## src/sv/vpc_pkg.sv

```systemverilog
// Shared constants, codes and helpers for the voxel placement checker.
package vpc_pkg;

  localparam int unsigned MAX_SIDE   = 16;
  localparam int unsigned GRID_CELLS = 4096;
  localparam int unsigned MAX_BLOCKS = 8;
  localparam int unsigned MAX_PIECES = 16;

  localparam int unsigned COORD_W    = 5;
  localparam int unsigned BOX_W      = 5;
  localparam int unsigned STATUS_W   = 3;
  localparam int unsigned PIECES_W   = 5;
  localparam int unsigned CFG_ADDR_W = 2;

  localparam logic [BOX_W-1:0] BOX_RESET = BOX_W'(16);

  typedef enum logic [CFG_ADDR_W-1:0] {
    REG_BOX_WIDTH,
    REG_BOX_HEIGHT,
    REG_BOX_DEPTH
  } cfg_reg_e;

  typedef enum logic [STATUS_W-1:0] {
    ST_PLACED,
    ST_OUT_OF_BOX,
    ST_OVERLAP,
    ST_CAPACITY,
    ST_REMOVED,
    ST_NOTHING
  } status_e;

  function automatic int unsigned addr_w(int unsigned depth);
    return (depth > 1) ? $clog2(depth) : 1;
  endfunction

endpackage

```

## src/sv/vpc_cell.sv

```systemverilog
// Cell index and box containment check for one block.
module vpc_cell #(
  parameter int unsigned MAX_SIDE   = vpc_pkg::MAX_SIDE,
  parameter int unsigned GRID_CELLS = vpc_pkg::GRID_CELLS,
  localparam int unsigned CELL_W = vpc_pkg::addr_w(GRID_CELLS)
) (
  input  logic signed [vpc_pkg::COORD_W-1:0] block_x_i,
  input  logic signed [vpc_pkg::COORD_W-1:0] block_y_i,
  input  logic signed [vpc_pkg::COORD_W-1:0] block_z_i,
  input  logic signed [vpc_pkg::COORD_W-1:0] place_x_i,
  input  logic signed [vpc_pkg::COORD_W-1:0] place_y_i,
  input  logic signed [vpc_pkg::COORD_W-1:0] place_z_i,
  input  logic        [vpc_pkg::BOX_W-1:0]   box_width_i,
  input  logic        [vpc_pkg::BOX_W-1:0]   box_height_i,
  input  logic        [vpc_pkg::BOX_W-1:0]   box_depth_i,
  output logic                               inside_o,
  output logic        [CELL_W-1:0]           cell_o
);

  localparam int unsigned FULL_W = vpc_pkg::addr_w(MAX_SIDE * MAX_SIDE * MAX_SIDE);
  localparam logic [5:0] SIDE_MAX = 6'(MAX_SIDE);

  logic [5:0] sx, sy, sz;
  logic [5:0] eff_w, eff_h, eff_d;
  logic       in_x, in_y, in_z;
  logic [FULL_W-1:0] idx_full;

  assign sx = {block_x_i[4], block_x_i} + {place_x_i[4], place_x_i};
  assign sy = {block_y_i[4], block_y_i} + {place_y_i[4], place_y_i};
  assign sz = {block_z_i[4], block_z_i} + {place_z_i[4], place_z_i};

  assign eff_w = ({1'b0, box_width_i}  > SIDE_MAX) ? SIDE_MAX : {1'b0, box_width_i};
  assign eff_h = ({1'b0, box_height_i} > SIDE_MAX) ? SIDE_MAX : {1'b0, box_height_i};
  assign eff_d = ({1'b0, box_depth_i}  > SIDE_MAX) ? SIDE_MAX : {1'b0, box_depth_i};

  assign in_x = !sx[5] && ({1'b0, sx[4:0]} < eff_w);
  assign in_y = !sy[5] && ({1'b0, sy[4:0]} < eff_h);
  assign in_z = !sz[5] && ({1'b0, sz[4:0]} < eff_d);

  assign idx_full = FULL_W'(sz[4:0]) * FULL_W'(MAX_SIDE * MAX_SIDE)
                  + FULL_W'(sy[4:0]) * FULL_W'(MAX_SIDE)
                  + FULL_W'(sx[4:0]);

  assign inside_o = in_x && in_y && in_z && (32'(idx_full) < 32'(GRID_CELLS));
  assign cell_o   = CELL_W'(idx_full);

endmodule

```

## config.mk

```make
export PLATFORM = sky130hd
export DESIGN_NAME = vpc_cell
export DESIGN_NICKNAME = d
export VERILOG_FILES = /design/src/sv/vpc_pkg.sv /design/src/sv/vpc_cell.sv
export SDC_FILE = /design/constraint.sdc
export NUM_CORES = 1
export LEC_CHECK = 0
export BUFFER_PORTS_ARGS = -buffer_cell sky130_fd_sc_hd__buf_2
export CAP_MARGIN = 10
export CORE_ASPECT_RATIO = 0.9
export CORE_MARGIN = 8
export CORE_UTILIZATION = 53
export DETAILED_ROUTE_END_ITERATION = 8
export GPL_TIMING_DRIVEN = 0
export PLACE_DENSITY = 0.95
export SLEW_MARGIN = 10
export SYNTH_ARGS = -nofsm -noshare
export SYNTH_HDL_FRONTEND = slang
export SYNTH_SLANG_ARGS = --single-unit
```

## constraint.sdc

```tcl
create_clock -name vclk -period 4.2
set_input_delay 0.21 -clock vclk [all_inputs]
set_output_delay 0.21 -clock vclk [all_outputs]
set_load 0.01 [all_outputs]
```

==> results.tsv <==
metric	value	unit
relative slew slack	0.712	
DP Area	0.00149	mm2
Seq/Total Area, Yosys	0	
Ys Warns	0	
register area	0	um2
initial antenna violation count	0	
Yosys cell types	45	
antenna-violating nets left	0	
nets	288	
Setup-failing EPs final	0	
DIE AREA	0.00396	mm2
Gate Count Post-Synth	154	
unrepaired setup endpoints after global routing	no	
setup_tns	0	ns
syn nets	228	
die height	60.5	um
Post-Route WL	3280	um
Hold Vio Cnt, Final	0	
sequential power share	0	
Hold Crit Class	in2out	
Setup WS post-layout	1.15	ns
Die Width	65.4	um
Cell Area, Synth	0.00116	mm2
All-Layer GR Usage	0.166	
RePlAce Congestion	0.804	
clock group share of total power	0	
minimum clock period	3.05	ns
Sw Share	0.545	
pre-CTS setup slack	1.20	ns
effective utilization at floorplan	0.549	
clock buf count	0	
GR Overflow Total	0	
synthesis-to-layout area growth	27.8	%
Startpoint Class	input pin	
Post-CTS Hold Fix Bufs	0	
DP HPWL	2950	um
core footprint	0.00212	mm2
crit end category	primary output	
crit path max fanout	3	
Peak supply drop	0.000131	V
DRC Markers	0	
vias in the first global route	1343	
largest net degree at the start of global routing	10	
fraction of layout cells with a size suffix above 1	0.330	
row cnt	16	
1st-iter DRT viols	64	
Leak	0.797	nW
total power	284	uW
quantity of gates resized following cts	0	
most frequent cells in the layout	58 x buf_2, 26 x ha_1, 20 x inv_1	
DRT Pass-1 Iters	4	
DR vias	1324	
Fmax	0.327	GHz
CP required	3.99	ns
first-pass GRT wire length	5620	um
Ant. Diodes	0	
critical path class	in2out	
max_cap viols	0	
internal power	129	uW
status	complete, no violations	
Arr. time, crit path	2.84	ns
PortBufs	58	
seq_cells	0	
Top Ports	58	
Worst-Margin Slew	0.430	ns
drt via density	5.54	
Final Slew Violations	0	
Power Density	191	mW/mm2
WL/cell	13.7	um
Post-CTS Setup Inserts	0	
Synth Area per Inst	7.56	um2
Comb pwr share	1.000	
period utilisation layout	0.727	
post-route cell area	0.00149	mm2
sw power	155	uW
most common cell after layout, fill and taps aside	buf_2	
critical path: stages:
cell and delay, ns:
buf_2 0.08, ha_1 0.16, inv_1 0.06, fa_1 0.40
nand2b_1 0.18, o2bb2ai_2 0.18, xnor2_1 0.31, and2_1 0.20
ha_1 0.20, nand2_1 0.09, o31ai_1 0.33, a211oi_1 0.13
nand4b_1 0.19, buf_2 0.15
cell families after synthesis:
kind of cell             count (synthesis)  share of synthesized area
buffers and inverters                   21                     0.0677
adder cells (fa/ha/maj)                 29                      0.331
AND/OR/NAND/NOR                         56                      0.250
AO/OA/AOI/OAI                           33                      0.212
XOR/XNOR                                12                      0.103
multiplexers                             3                     0.0365
layout make-up:
cell class         count  area [um2]
well taps             27        33.8
repair buffers        58         290
plain buffers          1        3.75
multi-input cells    133        1090
fillers              194         633
inverters             20        75.1
worst paths after layout:
path	startpoint	to	slack (ns)	depth (start not counted)
setup / recovery	block_x_i[0]	cell_o[10]	1.15	14
hold / removal	place_x_i[0]	cell_o[0]	0.75	3
cell usage after synthesis (all sizes together), types with 2 or more instances:
cell type  number  area share
nor3            2      0.0086
nand4           3       0.016
a211oi          2       0.017
nor2           15       0.050
ha             26        0.28
mux2i           3       0.037
nor2b           2       0.011
nand3           5       0.021
nand4b          2       0.015
o211ai          3       0.019
fa              3       0.052
nand2b          4       0.021
inv            20       0.064
a21oi           4       0.017
o21ai           7       0.030
o22ai           2       0.011
nor4b           2       0.015
xor2            4       0.037
a21o            4       0.026
nand2          14       0.045
xnor2           8       0.067
metal layers:
metal | GRT usage | vias up | wire length (um)
met5 | 0 | - | 0
met4 | 0.0186 | 0 | 0
met3 | 0.0258 | 0 | 241
met2 | 0.320 | 58 | 1620
met1 | 0.194 | 596 | 1410
li1 | - | 670 | -
power groups by stage:
| stage | Sequential [mW] | Combinational, mW | Clock (mW) |
|---|---|---|---|
| 4_1_cts | 0 | 0.284 | 0 |
| 3_3_place_gp | 0 | 0.273 | 0 |
| 3_5_place_dp | 0 | 0.283 | 0 |
| 5_1_grt | 0 | 0.318 | 0 |
| 2_1_floorplan | 0 | 0.194 | 0 |
| 6_report | 0 | 0.284 | 0 |
stage by stage:
step | util | cells | hold slack (ns)
3_3_place_gp | 0.702 | 239 | 0.744
5_1_grt | 0.702 | 239 | 0.758
4_1_cts | 0.702 | 239 | 0.748
3_5_place_dp | 0.702 | 239 | 0.748
2_1_floorplan | - | 154 | 0.575
6_report | 0.702 | 239 | 0.745
No activity file was read; power rests on OpenSTA's default activity.
